===== src/slip_fd_pkg.sv =====
// ----------------------------------------------------------------------------
// slip_fd_pkg - shared types and constants for the SLIP frame decoder
// Item layouts for both channels, line codes and event codes.
// ----------------------------------------------------------------------------
package slip_fd_pkg;

	// Line codes
	localparam logic [7:0] SLIP_END     = 8'hC0;
	localparam logic [7:0] SLIP_ESC     = 8'hDB;
	localparam logic [7:0] SLIP_ESC_END = 8'hDC;
	localparam logic [7:0] SLIP_ESC_ESC = 8'hDD;
	localparam logic [7:0] ABORT_CHAR   = 8'h1B;

	// Saturation limit of the abort escape counter
	localparam logic [3:0] ABORT_CNT_MAX = 4'hF;

	// Event codes
	localparam logic [2:0] EV_DATA     = 3'd0;
	localparam logic [2:0] EV_DONE     = 3'd1;
	localparam logic [2:0] EV_RUNT     = 3'd2;
	localparam logic [2:0] EV_OVERFLOW = 3'd3;
	localparam logic [2:0] EV_ABORT    = 3'd4;

	// Configuration register indexes
	localparam logic [2:0] CFG_ABORT_ENABLE = 3'd0;
	localparam logic [2:0] CFG_ABORT_IDLE   = 3'd1;
	localparam logic [2:0] CFG_ABORT_WINDOW = 3'd2;
	localparam logic [2:0] CFG_ABORT_NEEDED = 3'd3;
	localparam logic [2:0] CFG_MIN_LEN      = 3'd4;

	typedef struct packed {
		logic [7:0]  rx_byte;
		logic [31:0] now_sec;
		logic        carrier_on;
	} in_item_t;

	typedef struct packed {
		logic [2:0]  event_kind;
		logic [7:0]  data_byte;
		logic [10:0] write_index;
		logic [11:0] frame_length;
		logic [7:0]  first_byte;
	} out_item_t;

endpackage


===== src/slip_frame_decoder.sv =====
// ----------------------------------------------------------------------------
// slip_frame_decoder - SLIP receive deframer with escape abort detector
// Decodes escaped line bytes into data events and frame end events.
// ----------------------------------------------------------------------------
// Usage:
//   in_*   : one raw line byte per item, with a seconds timestamp and the
//            carrier flag. Items taken with carrier off change nothing and
//            produce no result.
//   out_*  : at most one event item per input item: data byte with its
//            index, frame complete, runt, overflow or abort.
//   cfg_*  : register writes (index 0..4); always ready. Write only while
//            the block is idle. Indexes past the list are dropped.
// Output: an item's event is loaded into the output register by the clock
//   edge that accepts the item.
// Throughput: one item per cycle while the output register can take it. The decode and the abort timing checks
//   are a single pass of logic from the state registers to the output
//   register, so the state is current for the very next item.
// Stall: in_ready falls only while an event sits in the output register
//   and out_ready is low; the register is refilled on the cycle it drains.
// Reset: arst_n clears the framer, the abort counter, the timestamps and
//   the output valid flag, and loads the register defaults.
// ----------------------------------------------------------------------------
module slip_frame_decoder #(
	parameter int MAX_FRAME = 2048
) (
	input  logic                  clk,
	input  logic                  arst_n,
	input  logic                  in_valid,
	output logic                  in_ready,
	input  slip_fd_pkg::in_item_t in_data,
	output logic                  out_valid,
	input  logic                  out_ready,
	output slip_fd_pkg::out_item_t out_data,
	input  logic                  cfg_valid,
	output logic                  cfg_ready,
	input  logic [2:0]            cfg_index,
	input  logic [7:0]            cfg_wdata
);

	// fill count must hold MAX_FRAME itself
	localparam int FW = $clog2(MAX_FRAME + 1);

	// configuration
	logic        abort_en_q;
	logic [7:0]  idle_sec_q;
	logic [7:0]  window_sec_q;
	logic [3:0]  needed_q;
	logic [7:0]  min_len_q;

	// framer and abort state
	logic          esc_q;
	logic [FW-1:0] fill_q;
	logic [7:0]    first_q;
	logic [3:0]    abort_cnt_q;
	logic [31:0]   last_time_q;
	logic [31:0]   first_esc_time_q;

	logic in_fire;

	// abort detector datapath
	logic        idle;
	logic        esc_hit;
	logic [3:0]  cnt_inc;
	logic [31:0] first_esc_nxt;
	logic        win_expired;
	logic [3:0]  cnt_win;
	logic        abort;

	// framer datapath
	logic [7:0]          dec_byte;
	logic                has_room;
	logic                is_runt;
	slip_fd_pkg::out_item_t res;
	logic                res_valid;

	assign cfg_ready = 1'b1;
	assign in_ready  = !out_valid || out_ready;
	assign in_fire   = in_valid && in_ready;

	// ---- abort detector: idle-separated ESC count inside a time window
	always_comb begin
		idle    = (in_data.now_sec - last_time_q) >= {24'd0, idle_sec_q};
		esc_hit = (in_data.rx_byte == slip_fd_pkg::ABORT_CHAR) && idle;
		cnt_inc = abort_cnt_q;
		if (esc_hit && abort_cnt_q != slip_fd_pkg::ABORT_CNT_MAX) begin
			cnt_inc = abort_cnt_q + 4'd1;
		end
		// stamp the window start on the first counted escape
		first_esc_nxt = (esc_hit && cnt_inc == 4'd1) ? in_data.now_sec : first_esc_time_q;
		win_expired   = (in_data.now_sec - first_esc_nxt) >= {24'd0, window_sec_q};
		cnt_win       = (cnt_inc != 4'd0 && win_expired) ? 4'd0 : cnt_inc;
		abort = abort_en_q && cnt_win != 4'd0 && cnt_win >= needed_q && idle;
	end

	// ---- framer
	always_comb begin
		dec_byte = in_data.rx_byte;
		if (esc_q) begin
			if (in_data.rx_byte == slip_fd_pkg::SLIP_ESC_ESC) begin
				dec_byte = slip_fd_pkg::SLIP_ESC;
			end else if (in_data.rx_byte == slip_fd_pkg::SLIP_ESC_END) begin
				dec_byte = slip_fd_pkg::SLIP_END;
			end
		end
		has_room = fill_q < FW'(MAX_FRAME);
		is_runt  = 32'(fill_q) < 32'(min_len_q);

		res       = '0;
		res_valid = 1'b0;
		if (!in_data.carrier_on) begin
			res_valid = 1'b0;
		end else if (abort) begin
			res_valid      = 1'b1;
			res.event_kind = slip_fd_pkg::EV_ABORT;
		end else if (in_data.rx_byte == slip_fd_pkg::SLIP_ESC) begin
			res_valid = 1'b0;
		end else if (in_data.rx_byte == slip_fd_pkg::SLIP_END) begin
			res_valid        = 1'b1;
			res.frame_length = 12'(fill_q);
			if (is_runt) begin
				res.event_kind = slip_fd_pkg::EV_RUNT;
			end else begin
				res.event_kind = slip_fd_pkg::EV_DONE;
				res.first_byte = first_q;
			end
		end else if (has_room) begin
			res_valid       = 1'b1;
			res.event_kind  = slip_fd_pkg::EV_DATA;
			res.data_byte   = dec_byte;
			res.write_index = 11'(fill_q);
		end else begin
			res_valid      = 1'b1;
			res.event_kind = slip_fd_pkg::EV_OVERFLOW;
		end
	end

	// ---- configuration registers
	always_ff @(posedge clk or negedge arst_n) begin
		if (!arst_n) begin
			abort_en_q   <= 1'b0;
			idle_sec_q   <= 8'd1;
			window_sec_q <= 8'd12;
			needed_q     <= 4'd3;
			min_len_q    <= 8'd3;
		end else if (cfg_valid) begin
			unique case (cfg_index)
				slip_fd_pkg::CFG_ABORT_ENABLE: abort_en_q   <= cfg_wdata[0];
				slip_fd_pkg::CFG_ABORT_IDLE:   idle_sec_q   <= cfg_wdata;
				slip_fd_pkg::CFG_ABORT_WINDOW: window_sec_q <= cfg_wdata;
				slip_fd_pkg::CFG_ABORT_NEEDED: needed_q     <= cfg_wdata[3:0];
				slip_fd_pkg::CFG_MIN_LEN:      min_len_q    <= cfg_wdata;
				default: ;
			endcase
		end
	end

	// ---- abort detector state
	always_ff @(posedge clk or negedge arst_n) begin
		if (!arst_n) begin
			abort_cnt_q      <= '0;
			last_time_q      <= '0;
			first_esc_time_q <= '0;
		end else if (in_fire && in_data.carrier_on && abort_en_q) begin
			first_esc_time_q <= first_esc_nxt;
			abort_cnt_q      <= abort ? 4'd0 : cnt_win;
			// the aborting byte does not refresh the idle stamp
			if (!abort) begin
				last_time_q <= in_data.now_sec;
			end
		end
	end

	// ---- framer state
	always_ff @(posedge clk or negedge arst_n) begin
		if (!arst_n) begin
			esc_q   <= 1'b0;
			fill_q  <= '0;
			first_q <= '0;
		end else if (in_fire && in_data.carrier_on) begin
			if (abort || in_data.rx_byte == slip_fd_pkg::SLIP_END || (
			    in_data.rx_byte != slip_fd_pkg::SLIP_ESC && !has_room)) begin
				// abort, frame end or overflow: restart the frame
				esc_q   <= 1'b0;
				fill_q  <= '0;
				first_q <= '0;
			end else if (in_data.rx_byte == slip_fd_pkg::SLIP_ESC) begin
				esc_q <= 1'b1;
			end else begin
				esc_q  <= 1'b0;
				fill_q <= fill_q + FW'(1);
				if (fill_q == '0) begin
					first_q <= dec_byte;
				end
			end
		end
	end

	// ---- output register
	always_ff @(posedge clk or negedge arst_n) begin
		if (!arst_n) begin
			out_valid <= 1'b0;
		end else if (in_fire) begin
			out_valid <= res_valid;
		end else if (out_ready) begin
			out_valid <= 1'b0;
		end
	end

	always_ff @(posedge clk) begin
		if (in_fire && res_valid) begin
			out_data <= res;
		end
	end

	// ---- assertions
	a_end_restarts: assert property (@(posedge clk) disable iff (!arst_n)
		in_fire && in_data.carrier_on && in_data.rx_byte == slip_fd_pkg::SLIP_END
		|=> fill_q == '0 && !esc_q)
		else $error("frame end did not restart the framer");

	a_abort_clears: assert property (@(posedge clk) disable iff (!arst_n)
		in_fire && in_data.carrier_on && abort
		|=> abort_cnt_q == 4'd0 && fill_q == '0 && out_valid &&
		    out_data.event_kind == slip_fd_pkg::EV_ABORT)
		else $error("abort did not clear counter and framer");

	a_first_byte: assert property (@(posedge clk) disable iff (!arst_n)
		out_valid && out_data.event_kind == slip_fd_pkg::EV_DATA &&
		out_data.write_index == 11'd0 && fill_q == FW'(1)
		|-> first_q == out_data.data_byte)
		else $error("first stored byte mismatch");

	a_no_carrier_silent: assert property (@(posedge clk) disable iff (!arst_n)
		in_fire && !in_data.carrier_on |=> !out_valid && $stable(fill_q))
		else $error("byte without carrier produced an event");

endmodule


===== config.mk =====
export PLATFORM = sky130hd
export DESIGN_NAME = slip_frame_decoder
export DESIGN_NICKNAME = d
export VERILOG_FILES = /design/src/slip_fd_pkg.sv /design/src/slip_frame_decoder.sv
export SDC_FILE = /design/constraint.sdc
export NUM_CORES = 1
export LEC_CHECK = 0
export BUFFER_PORTS_ARGS = -buffer_cell sky130_fd_sc_hd__clkbuf_2
export CAP_MARGIN = 0
export CORE_MARGIN = 8
export CORE_UTILIZATION = 51
export CTS_CLUSTER_DIAMETER = 50
export CTS_CLUSTER_SIZE = 30
export DETAILED_ROUTE_END_ITERATION = 12
export GPL_ROUTABILITY_DRIVEN = 0
export PLACE_DENSITY = 0.75
export SLEW_MARGIN = 20
export SYNTH_ARGS = -nofsm -noshare
export SYNTH_HDL_FRONTEND = slang
export SYNTH_SLANG_ARGS = --single-unit

===== constraint.sdc =====
create_clock -name clk -period 23.6 [get_ports clk]
set_clock_uncertainty 0.05 [all_clocks]
set_input_delay 2.36 -clock clk [delete_from_list [all_inputs] [get_ports clk]]
set_output_delay 2.36 -clock clk [all_outputs]
set_load 0.01 [all_outputs]

==> summary.log <==
qor: status.status completed
qor: sta.final_max_slew_viol_count 0
qor: worst_setup_path.setup.worst_path.end out_data[7]
qor: global_route.grt-ovfl-total 0
qor: worst_setup_path.slowest_stage sky130_fd_sc_hd__nor4_4
qor: detailed_routing.detail_route.iter0.violations 816
qor: worst_setup_path.worst-r2r-setup-slack 11,940 ps
qor: sta.min_period 13,350 ps
qor: global_route.grt_start_max_net_pins 73
qor: finish.final_common_cell sky130_fd_sc_hd__nand2_1
qor: clock_network.cts_sinks 161
qor: power.intPower 680 uW
qor: floorplan.die_x 171 um
qor: worst_setup_path.cp_arrival 13,620 ps
qor: finish.final_nets 1,578
qor: power.comb_power_share 41.3%
qor: logic_synthesis.netlist.top_cell.by_area sky130_fd_sc_hd__dfrtp_1
qor: sta.finalSetupViolCount 0
qor: worst_setup_path.critical_path.max_fanout 18
qor: logic_synthesis.synth_sequential_area_ratio 34.8%
qor: worst_setup_path.critical_path.startpoint in_data[1]
qor: finish.commonest_non_fill_non_tap_cells_in_the_layout sky130_fd_sc_hd__nand2_1, sky130_fd_sc_hd__dfrtp_1, sky130_fd_sc_hd__clkbuf_2
qor: finish.layout.cells.non_filler 1,758
qor: worst_setup_path.worst-r2r-cell-count 45
qor: worst_setup_path.critical_path.max_stage_delay 700 ps
qor: detailed_routing.route.final.wire_length 31.9 mm
qor: logic_synthesis.synth_ff_type sky130_fd_sc_hd__dfrtp_1
qor: flow_run.cap_viol_max_count 0
qor: detailed_routing.vias 10.8k
qor: clock_network.cts_resized 0
qor: detailed_routing.final_antenna_net_count 0
qor: sta.crit_share_post_route 56.6%
qor: detailed_routing.drt-wirelength-per-cell 18.2 um
qor: sta.timing.max_slew.rel_slack 34.9%
qor: floorplan.core.rowCount 56
qor: detailed_routing.dr.pass1.iters 5
qor: worst_setup_path.r2r-start last_time_q[0]
qor: power.power.share.switching 39.0%
qor: sta.timing.fmax 0.0749 GHz
qor: worst_setup_path.critical_path.endpoint_type flip-flop
qor: logic_synthesis.ys_top_cells_by_area sky130_fd_sc_hd__dfrtp_1, sky130_fd_sc_hd__edfxtp_1, sky130_fd_sc_hd__ha_1
qor: clock_network.cts-root-buf sky130_fd_sc_hd__clkbuf_16
qor: detailed_routing.avgViaCountPerCell 6.15
qor: sta.hold_ws 438 ps
qor: clock_network.tritoncts yes
qor: logic_synthesis.postSynthRegisterBits 161
qor: power.irDropWorstVdd 0.0000706 V
qor: sta.tightest_slew 976 ps
qor: global_route.grt_pass1_vias 10.4k
qor: power.share_seq_of_total_power 32.1%
qor: logic_synthesis.synth_cell_types 93
qor: finish.area_growth_syn_to_layout 11.5%
qor: worst_setup_path.critical_path.reg2reg.endpoint out_data[7]
qor: power.share_clk_of_total_power 26.5%
qor: logic_synthesis.ys_warn_count 0
qor: clock_network.clk_transition_reported_paths 80 ps
qor: sta.number_of_hold_slack_violations_in_the_final_timing_report 0
qor: logic_synthesis.synth_edf_count 42
qor: logic_synthesis.post-synth-top-area-fraction 23.0%
qor: placement.dp_hpwl 24.5 mm
qor: floorplan.fp.dieArea 29,100 um^2
qor: clock_network.cts_htree_levels 4
qor: global_route.grt_use_total 21.8%
qor: logic_synthesis.async_flop_share 73.9%
qor: power.switchingPower 435 uW
qor: clock_network.post_cts_hold_buffer_count 0
qor: clock_network.total_clock_buffers_created_by_cts 17
qor: clock_network.postCtsSetupRepairBufs 0
qor: power.cellPowerDensity 81.9 nW/um^2
qor: clock_network.clock_tree.buffer_depth 2
qor: placement.placed_instances 1,725
qor: detailed_routing.drc_markers 0
qor: floorplan.fp.coreArea 23,500 um^2
qor: floorplan.pin_count 102
qor: power.power_leakage 6.01 nW
qor: sta.rsz0062_at_grt false
qor: logic_synthesis.synthesized_netlist_cell_count 1,346
qor: sta.tns 0 ps
qor: placement.io_buffer_count 100
qor: logic_synthesis.mappedNetlistArea 12,200 um^2
qor: logic_synthesis.synthesized_nets 1,498
qor: global_route.antenna_found_initial 0
qor: worst_setup_path.timing.critical_path.from_type input pin
qor: finish.post_route_cells_drive_above_1_share 16.3%
qor: logic_synthesis.avgSynthCellArea 9.07 um^2
qor: finish.antenna-diode-count 0
qor: worst_setup_path.critical_path_data_required_time 23,860 ps
qor: worst_setup_path.worstSetupPathType input pin to flip-flop
qor: worst_setup_path.timing.critical_path.mode_cell sky130_fd_sc_hd__a21o_1
qor: hold_path.hold_class flip-flop to flip-flop
qor: floorplan.initial_cell_density_of_the_core 52.0%
qor: global_route.grt_first_pass_wirelength 51.5 mm
qor: floorplan.die_y 171 um
qor: clock_network.clock_latency 440 ps
cells by family after synthesis:
group | after synthesis | synth area share, %
simple gates | 458 | 19.9
compound gates | 374 | 20.4
flops | 161 | 34.8
buf+inv | 131 | 4.26
mux | 100 | 8.84
fa+ha+maj | 95 | 9.86
xor+xnor | 26 | 1.87
other cells | 1 | 0.0307
worst max-delay path: cells and delay by family:
| family | cells | cell delay, ps |
|---|---|---|
| and+or+nand+nor | 19 | 5150 |
| AOI/OAI and AO/OA | 19 | 3970 |
| adders and majority gates | 5 | 1540 |
| muxes | 1 | 230 |
| xor gates and xnor gates | 1 | 210 |
| buffers and inverters | 2 | 150 |
per-layer routing:
layer	track usage [%]	part of all wire, %	wire [um]	vias up
li1	-	-	-	5138
met3	3.27	7.1	2280	70
met1	27.5	43	13600	5162
met2	37.2	48	15200	448
met5	0	0	0	-
met4	8.20	2.8	903	0
final cells by class:
| type | instances | area (um^2) |
|---|---|---|
| clock buffers | 18 | 429 |
| clock inverters | 14 | 188 |
| fillers | 2022 | 9860 |
| inverters | 86 | 323 |
| multi-input cells | 1054 | 7460 |
| flip-flops and latches | 161 | 4250 |
| well taps | 319 | 399 |
| repair buffers | 106 | 568 |
power by group through the flow:
stage	clock network [mW]	logic, mW	registers, mW
2_1_floorplan	0	0.340	0.355
3_3_place_gp	0	0.438	0.361
3_5_place_dp	0	0.448	0.364
4_1_cts	0.298	0.453	0.358
5_1_grt	0.309	0.511	0.364
6_report	0.296	0.461	0.358
flip-flops by register name, summed over array words and instances, names as in the netlist:
name	cells
first_esc_time_q	32
out_data	42
needed_q	4
fill_q	12
first_q	8
out_valid	1
min_len_q	8
last_time_q	32
esc_q	1
abort_en_q	1
idle_sec_q	8
abort_cnt_q	4
window_sec_q	8
per-stage QoR:
stage	setup slack [ps]	instance area (um^2)	power, mW	util (%)
floorplan	9750	12200	0.695	-
global placement	10230	13000	0.800	55.3
detailed placement	9750	13000	0.811	55.3
CTS	10190	13600	1.11	57.9
global route	9410	13600	1.18	58.0
finish	10250	13600	1.11	58.0
worst min path at each step:
stage / start / endpoint / cells past startpoint
floorplan: first_esc_time_q[0] / first_esc_time_q[0] / 2
finish: first_q[2] / first_q[2] / 1
global placement: first_esc_time_q[6] / first_esc_time_q[6] / 2
detailed placement: first_q[2] / first_q[2] / 1
CTS: first_q[1] / first_q[1] / 1
global route: first_q[1] / first_q[1] / 1
cells in the mapped netlist, types with 17 or more instances:
cell / n
sky130_fd_sc_hd__mux2i_1: 37
sky130_fd_sc_hd__xnor2_1: 17
sky130_fd_sc_hd__dfrtp_1: 112
sky130_fd_sc_hd__nor3_1: 26
sky130_fd_sc_hd__nor2_1: 71
sky130_fd_sc_hd__a21o_1: 45
sky130_fd_sc_hd__or3_1: 19
sky130_fd_sc_hd__a21oi_1: 85
sky130_fd_sc_hd__nand3_1: 39
sky130_fd_sc_hd__edfxtp_1: 42
sky130_fd_sc_hd__nand4_1: 23
sky130_fd_sc_hd__inv_1: 86
sky130_fd_sc_hd__and2_1: 39
sky130_fd_sc_hd__ha_1: 93
sky130_fd_sc_hd__clkbuf_1: 30
sky130_fd_sc_hd__mux2_2: 56
sky130_fd_sc_hd__and3_1: 21
sky130_fd_sc_hd__nand2_1: 124
sky130_fd_sc_hd__o21ai_0: 97
Power figures use the tool's default switching activity.
